===== config.mk =====
export PLATFORM = sky130hd
export DESIGN_NAME = top_k_score_list
export DESIGN_NICKNAME = d
export VERILOG_FILES = /design/src/design/tksl_pkg.sv /design/src/design/tksl_ctrl.sv /design/src/design/tksl_dp.sv /design/src/design/top_k_score_list.sv
export SDC_FILE = /design/constraint.sdc
export NUM_CORES = 1
export LEC_CHECK = 0
export BUFFER_PORTS_ARGS = -buffer_cell sky130_fd_sc_hd__buf_2
export CORE_MARGIN = 2
export CORE_UTILIZATION = 55
export CTS_CLUSTER_SIZE = 10
export DETAILED_ROUTE_END_ITERATION = 7
export PLACE_DENSITY = 0.72
export SLEW_MARGIN = 20
export SYNTH_ARGS = -nofsm -noshare
export SYNTH_HDL_FRONTEND = slang
export SYNTH_HIERARCHICAL = 1
export SYNTH_SLANG_ARGS = --single-unit

===== constraint.sdc =====
create_clock -name clk -period 7.7 [get_ports clk]
set_input_delay 0.385 -clock clk [delete_from_list [all_inputs] [get_ports clk]]
set_output_delay 0.385 -clock clk [all_outputs]
set_load 0.02 [all_outputs]

===== src/design/tksl_pkg.sv =====
`default_nettype none

package tksl_pkg;

	localparam int MAX_K       = 8;
	localparam int HANDLE_BITS = 16;
	localparam int SCORE_W     = 16;
	localparam int IDX_W       = (MAX_K > 1) ? $clog2(MAX_K) : 1;
	localparam int CNT_W       = 4;
	localparam int KIND_W      = 2;

	localparam logic [KIND_W-1:0] KIND_ADD   = 2'd0;
	localparam logic [KIND_W-1:0] KIND_CLEAR = 2'd1;
	localparam logic [KIND_W-1:0] KIND_GET   = 2'd2;

	typedef enum logic {
		ST_IDLE,
		ST_EXEC
	} state_t;

	// controller to datapath
	typedef struct packed {
		logic load;
		logic exec;
	} cmd_t;

endpackage

`default_nettype wire


===== src/design/tksl_ctrl.sv =====
`default_nettype none

module tksl_ctrl
	import tksl_pkg::*;
(
	input  wire  clk,
	input  wire  arst_n,
	input  wire  start,
	output logic busy,
	output logic done,
	output cmd_t cmd
);

	state_t state_q;
	state_t state_nxt;
	logic   done_q;

	always_comb begin
		state_nxt = state_q;
		unique case (state_q)
			ST_IDLE: begin
				if (start) state_nxt = ST_EXEC;
			end
			ST_EXEC: begin
				state_nxt = ST_IDLE;
			end
			default: begin
				state_nxt = ST_IDLE;
			end
		endcase
	end

	always_comb begin
		cmd.load = 1'b0;
		cmd.exec = 1'b0;
		busy     = 1'b0;
		unique case (state_q)
			ST_IDLE: begin
				cmd.load = start;
			end
			ST_EXEC: begin
				cmd.exec = 1'b1;
				busy     = 1'b1;
			end
			default: begin
				busy = 1'b0;
			end
		endcase
	end

	always_ff @(posedge clk or negedge arst_n) begin
		if (!arst_n) begin
			state_q <= ST_IDLE;
			done_q  <= 1'b0;
		end else begin
			state_q <= state_nxt;
			done_q  <= cmd.exec;
		end
	end

	assign done = done_q;

endmodule

`default_nettype wire


===== src/design/tksl_dp.sv =====
`default_nettype none

module tksl_dp
	import tksl_pkg::*;
(
	input  wire                           clk,
	input  wire                           arst_n,
	input  cmd_t                          cmd,
	input  wire        [KIND_W-1:0]       kind,
	input  wire        [HANDLE_BITS-1:0]  cand_handle,
	input  wire signed [SCORE_W-1:0]      cand_score,
	input  wire        [CNT_W-1:0]        rank_index,
	input  wire                           cfg_we,
	input  wire        [CNT_W-1:0]        cfg_wdata,
	output logic                          hit,
	output logic       [HANDLE_BITS-1:0]  entry_handle,
	output logic       [CNT_W-1:0]        entry_count
);

	// captured transaction
	logic        [KIND_W-1:0]      kind_q;
	logic        [HANDLE_BITS-1:0] hdl_q;
	logic signed [SCORE_W-1:0]     scr_q;
	logic        [CNT_W-1:0]       rank_q;

	logic [CNT_W-1:0] k_q;
	logic [CNT_W-1:0] fill_q;

	// list cells, rank 0 first
	logic signed [SCORE_W-1:0]     sc_q [MAX_K];
	logic        [HANDLE_BITS-1:0] hd_q [MAX_K];

	logic                          hit_q;
	logic        [HANDLE_BITS-1:0] ehdl_q;

	logic                          not_full;
	logic        [CNT_W-1:0]       pos;
	logic                          add_ok;
	logic        [MAX_K-1:0]       ins_ok;
	logic                          get_hit;
	logic        [CNT_W-1:0]       k_wr;

	always_comb begin
		not_full = (fill_q < k_q);
		pos      = not_full ? fill_q : fill_q - CNT_W'(1);
		add_ok   = not_full ||
			((fill_q != '0) && (scr_q > sc_q[pos[IDX_W-1:0]]));
		// cell i takes part in the shift when the new score is not below it
		for (int i = 0; i < MAX_K; i++) begin
			ins_ok[i] = (CNT_W'(i) == pos) ||
				((CNT_W'(i) < pos) && !(sc_q[i] > scr_q));
		end
		get_hit = (rank_q < fill_q) && (rank_q < k_q);
	end

	always_comb begin
		k_wr = cfg_wdata;
		if (cfg_wdata == '0) k_wr = CNT_W'(1);
		else if (cfg_wdata > CNT_W'(MAX_K)) k_wr = CNT_W'(MAX_K);
	end

	always_ff @(posedge clk or negedge arst_n) begin
		if (!arst_n) begin
			k_q    <= CNT_W'(MAX_K);
			fill_q <= '0;
		end else if (cfg_we) begin
			k_q    <= k_wr;
			fill_q <= '0;
		end else if (cmd.exec) begin
			if (kind_q == KIND_CLEAR) fill_q <= '0;
			else if ((kind_q == KIND_ADD) && not_full) fill_q <= fill_q + CNT_W'(1);
		end
	end

	always_ff @(posedge clk) begin
		if (cmd.load) begin
			kind_q <= kind;
			hdl_q  <= cand_handle;
			scr_q  <= cand_score;
			rank_q <= rank_index;
		end
		if (cmd.exec && (kind_q == KIND_ADD) && add_ok) begin
			for (int i = 0; i < MAX_K; i++) begin
				if (ins_ok[i]) begin
					if (i == 0) begin
						sc_q[i] <= scr_q;
						hd_q[i] <= hdl_q;
					end else if (!ins_ok[(i == 0) ? 0 : i - 1]) begin
						sc_q[i] <= scr_q;
						hd_q[i] <= hdl_q;
					end else begin
						sc_q[i] <= sc_q[(i == 0) ? 0 : i - 1];
						hd_q[i] <= hd_q[(i == 0) ? 0 : i - 1];
					end
				end
			end
		end
		if (cmd.exec) begin
			hit_q  <= (kind_q == KIND_GET) && get_hit;
			ehdl_q <= ((kind_q == KIND_GET) && get_hit) ?
				hd_q[rank_q[IDX_W-1:0]] : '0;
		end
	end

	assign hit          = hit_q;
	assign entry_handle = ehdl_q;
	assign entry_count  = fill_q;

endmodule

`default_nettype wire


===== src/design/top_k_score_list.sv =====
// sequencing: a start taken in idle loads the transaction, the exec state applies it,
//   and the result is registered, with done raised in the cycle after exec
// overlap: a new start is not taken while the controller is in its exec step;
//   busy is high for that one exec cycle and start may be raised again with done
// reset: arst_n low clears the controller, the entry count and sets k to 8;
//   list cells hold no reset value. results cannot be stalled by the receiver
`default_nettype none

module top_k_score_list
	import tksl_pkg::*;
(
	input  wire                          clk,
	input  wire                          arst_n,
	// transaction request
	input  wire                          start,
	output logic                         busy,
	input  wire        [KIND_W-1:0]      kind,
	input  wire        [HANDLE_BITS-1:0] cand_handle,
	input  wire signed [SCORE_W-1:0]     cand_score,
	input  wire        [CNT_W-1:0]       rank_index,
	// k register write, also empties the list
	input  wire                          cfg_we,
	input  wire        [CNT_W-1:0]       cfg_wdata,
	// result, valid for the single cycle of done
	output logic                         done,
	output logic                         hit,
	output logic       [HANDLE_BITS-1:0] entry_handle,
	output logic       [CNT_W-1:0]       entry_count
);

	cmd_t cmd;

	// controller: idle / exec sequencing and the done strobe
	tksl_ctrl u_ctrl (
		.clk    (clk),
		.arst_n (arst_n),
		.start  (start),
		.busy   (busy),
		.done   (done),
		.cmd    (cmd)
	);

	// datapath: list cells with parallel compare and shift insert,
	// rank lookup, count and k registers
	tksl_dp u_dp (
		.clk          (clk),
		.arst_n       (arst_n),
		.cmd          (cmd),
		.kind         (kind),
		.cand_handle  (cand_handle),
		.cand_score   (cand_score),
		.rank_index   (rank_index),
		.cfg_we       (cfg_we),
		.cfg_wdata    (cfg_wdata),
		.hit          (hit),
		.entry_handle (entry_handle),
		.entry_count  (entry_count)
	);

	// a result never shows while a transaction is in exec
	a_done_idle: assert property (@(posedge clk) disable iff (!arst_n)
		done |-> !busy)
		else $error("done while busy");

	// a taken transaction occupies exactly one exec cycle, then reports
	a_exec_done: assert property (@(posedge clk) disable iff (!arst_n)
		busy |=> (done && !busy))
		else $error("exec did not complete in one cycle");

	// a miss carries a zero handle
	a_miss_zero: assert property (@(posedge clk) disable iff (!arst_n)
		(done && !hit) |-> (entry_handle == '0))
		else $error("nonzero handle on miss");

	// the list never holds more than its cell count
	a_count_max: assert property (@(posedge clk) disable iff (!arst_n)
		entry_count <= CNT_W'(MAX_K))
		else $error("entry count above capacity");

endmodule

`default_nettype wire


======== Yosys cells after proc, flatten, opt, wreduce, memory -nomap -nowiden ========
Memory sizes are Yosys's and may differ from the RTL's. A register that Yosys moved wholly into a read port is not among the register bits.
Cells that the tools add are included.
word-level totals
  bits in registers ....................... 49
  bits in writable memories ............... 256
  bits of input ports ..................... 46
  output and inout port bits .............. 23
  logic and storage cells ................. 180
  memories ................................ 2
memories
  name       depth  bits a word  rd ports  clocked after memory_dff  write ports  line           text
  u_dp.hd_q  8      16           8         1                         8            tksl_dp.sv:31  logic [HANDLE_BITS-1:0] hd_q [MAX_K];
  u_dp.sc_q  8      16           9         0                         8            tksl_dp.sv:30  logic signed [SCORE_W-1:0] sc_q [MAX_K];
cells by class
  add/sub/neg operators ................... 2
  $lt $le $gt $ge ......................... 21
  equal/unequal tests ..................... 9
  muxes and demuxes ....................... 83
  bitwise operators ....................... 15
  reductions and logical operators ........ 39
operators with widths
  kind                                                 number
  2-to-1 mux 16 bit                                    14
  > comparator 16 bit                                  9
  2-to-1 mux 1 bit                                     61
  2-to-1 mux 4 bit                                     7
  equality test 3 x 4 -> 1 bit, first input constant   4
  < comparator 3 x 4 -> 1 bit, first input constant    4
  logical AND 1 bit                                    14
  OR 1 bit                                             14
  < comparator 4 bit                                   3
  logical NOT 1 bit                                    9
  logical OR 1 bit                                     9
  equality test 2 x 4 -> 1 bit, first input constant   2
  logical NOT 4 bit                                    2
  < comparator 1 x 4 -> 1 bit, first input constant    2
  < comparator 2 x 4 -> 1 bit, first input constant    2
  adder 4 x 1 -> 4 bit, second input constant          1
  equality test 1 x 4 -> 1 bit, first input constant   1
  > comparator 4 bit, second input constant            1
  nonzero test 4 bit                                   1
  subtractor 4 x 1 -> 4 bit, second input constant     1
  nonzero test 3 bit                                   1
  equality test 2 x 1 -> 1 bit, second input constant  1
  equality test 2 bit, second input constant           1
  logical NOT 2 bit                                    1
  other kinds (4)                                      4

======== Longest topological paths before layout ========
Gate-level depths: netlist (run 1).
  depth in word-level cells ............... 10
  gate-level depth with buffers ........... 20
  depth with buffers taken out ............ 16

======== Hierarchy ========
Netlist (run 1), hierarchy kept.
by module, submodules not included
  module     times used  cells each  area an instance (um^2)  seq. area each (um^2)
  tksl_dp    1           1258        18445.2                  9540.4
  tksl_ctrl  1           5           78.8                     50.0

======== Least setup slack after synthesis (run 1) ========
No wires, ideal clock.
  kind .................................... reg-to-reg
  start ................................... reg u_dp.fill_q[2], in the netlist u_dp/entry_count[2]
  end ..................................... mem u_dp.hd_q[3][0] (enable)
  library setup time ...................... 0.468 ns
  data arrival time ....................... 6.504 ns
  required time ........................... 7.232 ns
  setup slack ............................. 0.728 ns
  stages on the path, launching flop included .. 16
  buffers on the path ..................... 1
  clock period less this slack ............ 6.972 ns
  cells stage by stage .................... dfrtp_1 > ha_1 > o21a_1 > nor2_1 > nor2_4 > xnor2_1 > buf_2 > mux4_2 > mux2i_1 > ha_1 > nand4_1 > nor4_1 > o21ai_0 > nand3_1 > a21oi_1 > nor3b_1
RTL lines
  what                      line           text
  start: declaration        tksl_dp.sv:27  logic [CNT_W-1:0] fill_q;
  start signal: assignment  tksl_dp.sv:71  else if ((kind_q == KIND_ADD) && not_full) fill_q <= fill_q + CNT_W'(1);
  end: declaration          tksl_dp.sv:31

==> results of run 1 <==
## area by class of cell
type | count | share of cell area
repair buffers | 108 | 0.0320
multi-input cells | 851 | 0.414
flip-flops and latches | 321 | 0.461
clock buffers | 53 | 0.0519
well taps | 448 | 0.0269
diodes | 1 | 0.000120
inverters | 43 | 0.00775
clock inverters | 9 | 0.00631
## worst max-delay path by stage
stage	start	endpoint	slack [ps]	depth (start not counted)
after detailed placement	u_dp/entry_count[1]	u_dp/hd_q[6][8]	650	16
after CTS	u_dp/entry_count[1]	u_dp/hd_q[6][6]	640	16
after floorplan	u_dp/entry_count[2]	u_dp/hd_q[3][0]	730	15
after global routing	u_dp/entry_count[2]	u_dp/sc_q[7][3]	500	17
after global placement	u_dp/entry_count[2]	u_dp/hd_q[6][5]	900	17
final	u_dp/entry_count[1]	u_dp/sc_q[7][3]	690	16
## cells in the mapped netlist (all sizes together), types with 2 or more instances
master,instances
a211o,2
o22ai,3
edfxtp,311
o21a,6
a221o,2
nand3,18
mux2i,38
dfrtp,9
a211oi,9
o21bai,2
nor2,50
o2111ai,5
a2111o,2
nor3,12
nor3b,2
nor4b,4
mux2,220
nand4,28
clkbuf,16
or4,2
mux4,64
o31a,2
o211ai,9
buf,32
or2,4
nand4b,2
a21o,16
o21ai,25
or3,4
ha,156
nand2,39
nor4,7
and2,3
nor2b,12
a2111oi,7
xnor2,4
inv,42
nand3b,3
a21oi,56
nand2b,10
a31o,2
## routing by layer
metal	vias up	global-route usage	wire length (µm)
li1	5274	-	-
met1	6013	0.397	20900
met2	539	0.438	22400
met3	88	0.0485	3890
met4	0	0.0863	1300
met5	-	0	0
## power breakdown
part           switching (mW)  internal, mW  leakage (nW)
clock                   0.708          1.05         0.583
sequential             0.0460          1.97          2.97
combinational           0.301         0.256          4.04
total                    1.06          3.27          7.59
## cell usage in the layout (no fill, tap or decap), drive strengths merged, types with 4 or more instances in the layout
master,netlist,layout
edfxtp,311,311
mux2,220,220
ha,156,156
buf,32,98
mux4,64,64
a21oi,56,56
clkbuf,16,53
nor2,50,50
inv,42,42
nand2,39,39
mux2i,38,38
nand4,28,28
o21ai,25,25
nand3,18,18
a21o,16,16
nor2b,12,12
nor3,12,12
dlygate4sd3,0,10
nand2b,10,10
dfrtp,9,9
o211ai,9,9
a211oi,9,9
nor4,7,7
a2111oi,7,7
clkinv,1,7
o21a,6,6
o2111ai,5,5
or2,4,4
or3,4,4
nor4b,4,4
xnor2,4,4
## worst max-delay path, stage by stage (launching register included)
cell and delay, ps:
dfrtp_1 620, ha_1 360, a2111o_1 490, nand2_1 290, o21a_1 870, buf_4 290
mux4_2 290, mux2i_1 170, ha_1 190, nand4_1 230, nor4_1 560, o21ai_0 270
nand4b_1 230, o211ai_1 230, nor4_4 880, buf_4 400, mux2_2 370
## metrics by stage
stage | area, µm² | instances | setup slack [ps]
after global routing | 20800 | 1833 | 498
after CTS | 20800 | 1831 | 638
after floorplan | 18500 | 1263 | 728
after global placement | 19500 | 1761 | 904
final | 20800 | 1834 | 691
after detailed placement | 19500 | 1761 | 648
## registers in the layout, indices dropped and copies added, names as in the netlist
name               cells
u_dp/k_q               4
u_dp/entry_count       4
u_dp/kind_q            2
u_dp/sc_q            128
u_dp/hdl_q            16
u_dp/hd_q            128
u_dp/entry_handle     16
u_dp/scr_q            16
u_ctrl/done            1
u_ctrl/state_q         1
u_dp/rank_q            4
u_dp/hit               1
## cells by family (layout without fill, tap and decap cells)
| kind of cell | count (synthesis) | in the layout |
|---|---|---|
| buf+inv | 91 | 213 |
| other cells | 0 | 1 |
| fa+ha+maj | 156 | 156 |
| xor+xnor | 4 | 4 |
| simple gates | 202 | 202 |
| compound gates | 167 | 167 |
| flops | 321 | 321 |
| mux | 322 | 322 |
## what timing repair did
| action | in CTS | in global routing |
|---|---|---|
| hold endpoints to repair | 17 | 2 |
| setup endpoints to repair | 0 | 0 |
| resized for setup | 0 | 0 |
| hold buffers | 8 | 2 |
==> reports/metrics.cfg, run 1 <==
[outcome]
outcome = finished clean

[floorplanning]
dieHeight_um = 188
io_pins = 69
core.rowCount = 67
dieArea_um2 = 35200
core_area_um2 = 33400
dieWidth_um = 188
start_util = 0.555

[synthesis]
synth_flop_cell = edfxtp_1
synthSimpleGateAreaFrac = 0.0584
yosys.cell_types.count = 77
synth.area.top_cells = edfxtp_1 50%, mux2_2 13%, ha_1 11%
synth_top_area_cell = edfxtp_1
netlist.area_leader.share = 0.504
synthMuxAreaShare = 0.232
syn-cell-area_um2 = 18500
synth_compound_area_frac = 0.0626
ys_seq_area_frac = 0.518
synth-xor-area-share = 0.00189
ys_async_sr_fraction = 0.0312
synth_top_family_by_area = multiplexers
synth-edff-count = 311
synth-adder-area-share = 0.105
yosysWarnings = 6
postSynthCellCount = 1263
postSynthAreaPerCell_um2 = 14.7
synth-seq-cells = 321
syn_nets = 1465

[power]
p_total_mw = 4.33
powerDensity_nw_per_um2 = 208
power.leakage_nw = 7.59
ir_drop_mv = 0.151

[run]
max_cap_viol_count = 0

[global_route]
grt_pass1_wl_um = 73500
grt.overflow.total = 0
antenna_found_initial = 0
grt_max_degree = 40
grt_util_all_layers = 0.278
grt_pass1_vias = 12100

[drt]
dr.pass1.iters = 5
antenna_left = 0
drc = 0
avgViaCountPerCell = 6.50
initialDrtViolationCount = 1285
wire_per_inst_um = 26.4
num_vias = 11900
finalWirelength_um = 48400

[cts]
numCtsBuffers = 40
clock-sinks = 321
cts.path.max_buffers = 3
clockRootBuffer = clkbuf_16
path_clk_slew_ps = 60
clk_latency_ps = 540
htreeDepth = 2
cts_tree = done
postCtsSetupBuffers = 0

[timing]
hold_slack_ps = 16.7
tns_ps = 0
clock.fmax_mhz = 143
hold_viol_final = 0
final.min_clock_period_ps = 7010
rsz0062_at_grt = false
drv_slew = 0
period_share = 0.910
worst_slew_pin_slew_ps = 1060
max_slew_margin = 0.293
fin_worst_skew_ps = 17.6
setup_violations = 0

[layout]
seq_area_um2 = 9590
syn_to_final_growth_pct = 12.4
nets = 1567
multi_input_area_um2 = 8630
fin_util = 0.624
layout-drive-gt1-share = 0.334
fillers = 2596

[hold_path]
min-delay-start = cand_handle[14]
hold_depth = 1
hold_path.class = in2reg
holdPathEnd = u_dp/hdl_q[14]

[critical_path]
r2r-end = u_dp/sc_q[7][3]
critical_path_class = reg2reg
reg2reg_setup_slack_ps = 690
worst-r2r-cell-count = 16
crit_path_start_kind = register
worstPathMaxFanout = 17
crit_path_end_kind = register
cp_data_required_time_ps = 7990
reg2reg_from = u_dp/entry_count[1]
arrival_ps = 7300

[place]
place_congestion = 0.921
hpwl_um = 32400
io_buffers = 68

Note: power is estimated with default switching activity, not from simulation.
==> run 2, diff against run 1 <==
Settings changed: CORE_UTILIZATION 55 to 44, CTS_CLUSTER_SIZE 10 to not set, PLACE_DENSITY 0.72 to not set.
==> run 2 against run 1 <==
Effect of this change:
- sequential share of layout area decreased by 1.3 points
- utilization down 11 points
- clock-buffer cell count fell by 10
==> reports/metrics.cfg, run 2 (synthesis results as in run 1) <==
[critical_path]
critical_path.slowest_cell = o21a_1
path_buf_inv = 4
arrival_ps = 7040
critical_path_class = reg2reg
path_delay_family = compound AO/OA/AOI/OAI gates
worstPathMaxFanout = 25
max_stage_delay_ps = 960
crit_path_start_kind = register
crit_path_end_kind = register
path_cells = buf_4 -> ha_1 -> a2111o_1 -> nand2_1 -> o21a_1 -> buf_4 -> mux4_2 -> mux2i_1 -> ha_1 -> nand4_1 -> nor4_1 -> o21ai_0 -> nand3_1 -> a21oi_1 -> buf_4 -> a211oi_4 -> buf_4 -> mux2_2
path_common_cell = buf_4
cp_data_required_time_ps = 8000

[power]
intPower_mw = 3.40
p_comb_frac = 0.129
power.leakage_nw = 7.81
ir_drop_mv = 0.139
p_sw_frac = 0.244
switchingPower_mw = 1.10
powerDensity_nw_per_um2 = 210
seqPwrFrac = 0.448
p_clk_frac = 0.423

[drt]
initialDrtViolationCount = 949
dr.pass1.iters = 5
drc = 0
avgViaCountPerCell = 6.00
finalWirelength_um = 51400
wire_per_inst_um = 26.1
antenna_left = 0
num_vias = 11800

[cts]
numCtsBuffers = 38
path_clk_slew_ps = 60
postCtsSetupBuffers = 0
clockRootBuffer = clkbuf_16
cts_tree = done
htreeDepth = 2
clk_latency_ps = 570
cts.path.max_buffers = 3
clock-sinks = 321

[layout]
layout-drive-gt1-share = 0.332
multi_input_area_um2 = 8620
layout_commonest_cell = edfxtp_1
seq_area_um2 = 9590
diodes = 0
nets = 1601
fillers = 3546
final_cell_count_no_fill = 1967
syn_to_final_growth_pct = 15.5
reg_top3 = u_dp/hd_q x128, u_dp/sc_q x128
final_cell_mix = 311 x edfxtp_1, 219 x mux2_2, 156 x ha_1

[place]
place_congestion = 0.911
post-place-ws_ps = 1090
io_buffers = 68
hpwl_um = 34800
dp.cells = 1859

[timing]
fin_worst_skew_ps = 27.1
rsz0062_at_grt = false
setup_slack_ps = 956
hold_viol_final = 0
worst_slew_pin_slew_ps = 1190
period_share = 0.876
drv_slew = 0
max_slew_margin = 0.204
setup_violations = 0
hold_slack_ps = 76.9
clock.fmax_mhz = 148
tns_ps = 0
final.min_clock_period_ps = 6740

[global_route]
grt_util_all_layers = 0.240
grt.overflow.total = 0
use_met1 = 0.334
top_usage_layer = met2
grt_pass1_vias = 12100
antenna_found_initial = 2
grt_max_degree = 40
grt_pass1_wl_um = 77800
use_met2 = 0.382
use_met3 = 0.0466

[floorplanning]
dieHeight_um = 209
start_util = 0.444
dieWidth_um = 209
core_area_um2 = 41800
io_pins = 69
dieArea_um2 = 43800
core.rowCount = 75

[run]
max_cap_viol_count = 0

[outcome]
outcome = finished clean

[hold_path]
hold_path.class = in2reg

run 2: changes by cell type in the layout (fill, tap and decap cells not counted), moves of 3 or more:
cell | before | now
bufinv_16 | 2 | 7
clkinv_2 | 2 | 6
dlygate4sd3_1 | 10 | 39
buf_12 | 0 | 3
clkinv_1 | 3 | 11
buf_4 | 30 | 34
clkbuf_1 | 11 | 4
run 2: per-stage QoR:
step                      instance area, µm²  utilization  total power [mW]
after floorplan                        18500            -              2.43
after global placement                 19700        0.472              2.60
after detailed placement               19700        0.472              2.61
after CTS                              21400        0.513              4.54
after global routing                   21400        0.513              4.66
final                                  21400        0.513              4.50
run 2: worst min-delay path: cells and delay by family:
family	cells	cell delay, ps
compound gates	1	80
buf+inv	1	120
simple gates	1	50
run 2: final cells by class:
| cell class | count | share of cell area |
|---|---|---|
| Sequential cell | 321 | 0.448 |
| Multi-Input combinational cell | 851 | 0.403 |
| Timing Repair Buffer | 144 | 0.0489 |
| Clock buffer | 43 | 0.0463 |
| Tap cell | 539 | 0.0315 |
| Clock inverter | 26 | 0.0148 |
| Inverter | 43 | 0.00754 |
run 2: timing repair:
| item | CTS | global route |
|---|---|---|
| endpoints found under the setup margin | 0 | 0 |
| endpoints found under the hold margin | 48 | 0 |
| gates resized for setup | 0 | 0 |
| hold buffers | 39 | 0 |
run 2: power groups by stage:
stage / Sequential, mW / Clock (mW) / Combinational, mW
after detailed placement: 2.05 / 0 / 0.558
after floorplan: 2.04 / 0 / 0.389
after CTS: 2.01 / 1.95 / 0.575
final: 2.01 / 1.90 / 0.578
after global placement: 2.05 / 0 / 0.549
after global routing: 2.02 / 2.01 / 0.630
run 2: per-layer routing:
| layer | share of wire | vias to the layer above |
|---|---|---|
| li1 | - | 5366 |
| met1 | 0.45 | 6017 |
| met2 | 0.46 | 336 |
| met3 | 0.058 | 79 |
| met4 | 0.025 | 4 |
| met5 | 0.00054 | - |
run 2: worst paths after layout:
check	from	end	slack (ps)	cells after the start
min in group asynchronous	arst_n	u_dp/entry_count[1]	200	2
setup / recovery	u_dp/entry_count[1]	u_dp/sc_q[5][14]	960	18
hold / removal	cfg_wdata[3]	u_dp/k_q[3]	80	3
max in group asynchronous	arst_n	u_dp/k_q[3]	7240	2
hold reg to reg	u_dp/k_q[3]	u_dp/k_q[3]	540	2
setup reg to reg	u_dp/entry_count[1]	u_dp/sc_q[5][14]	960	18
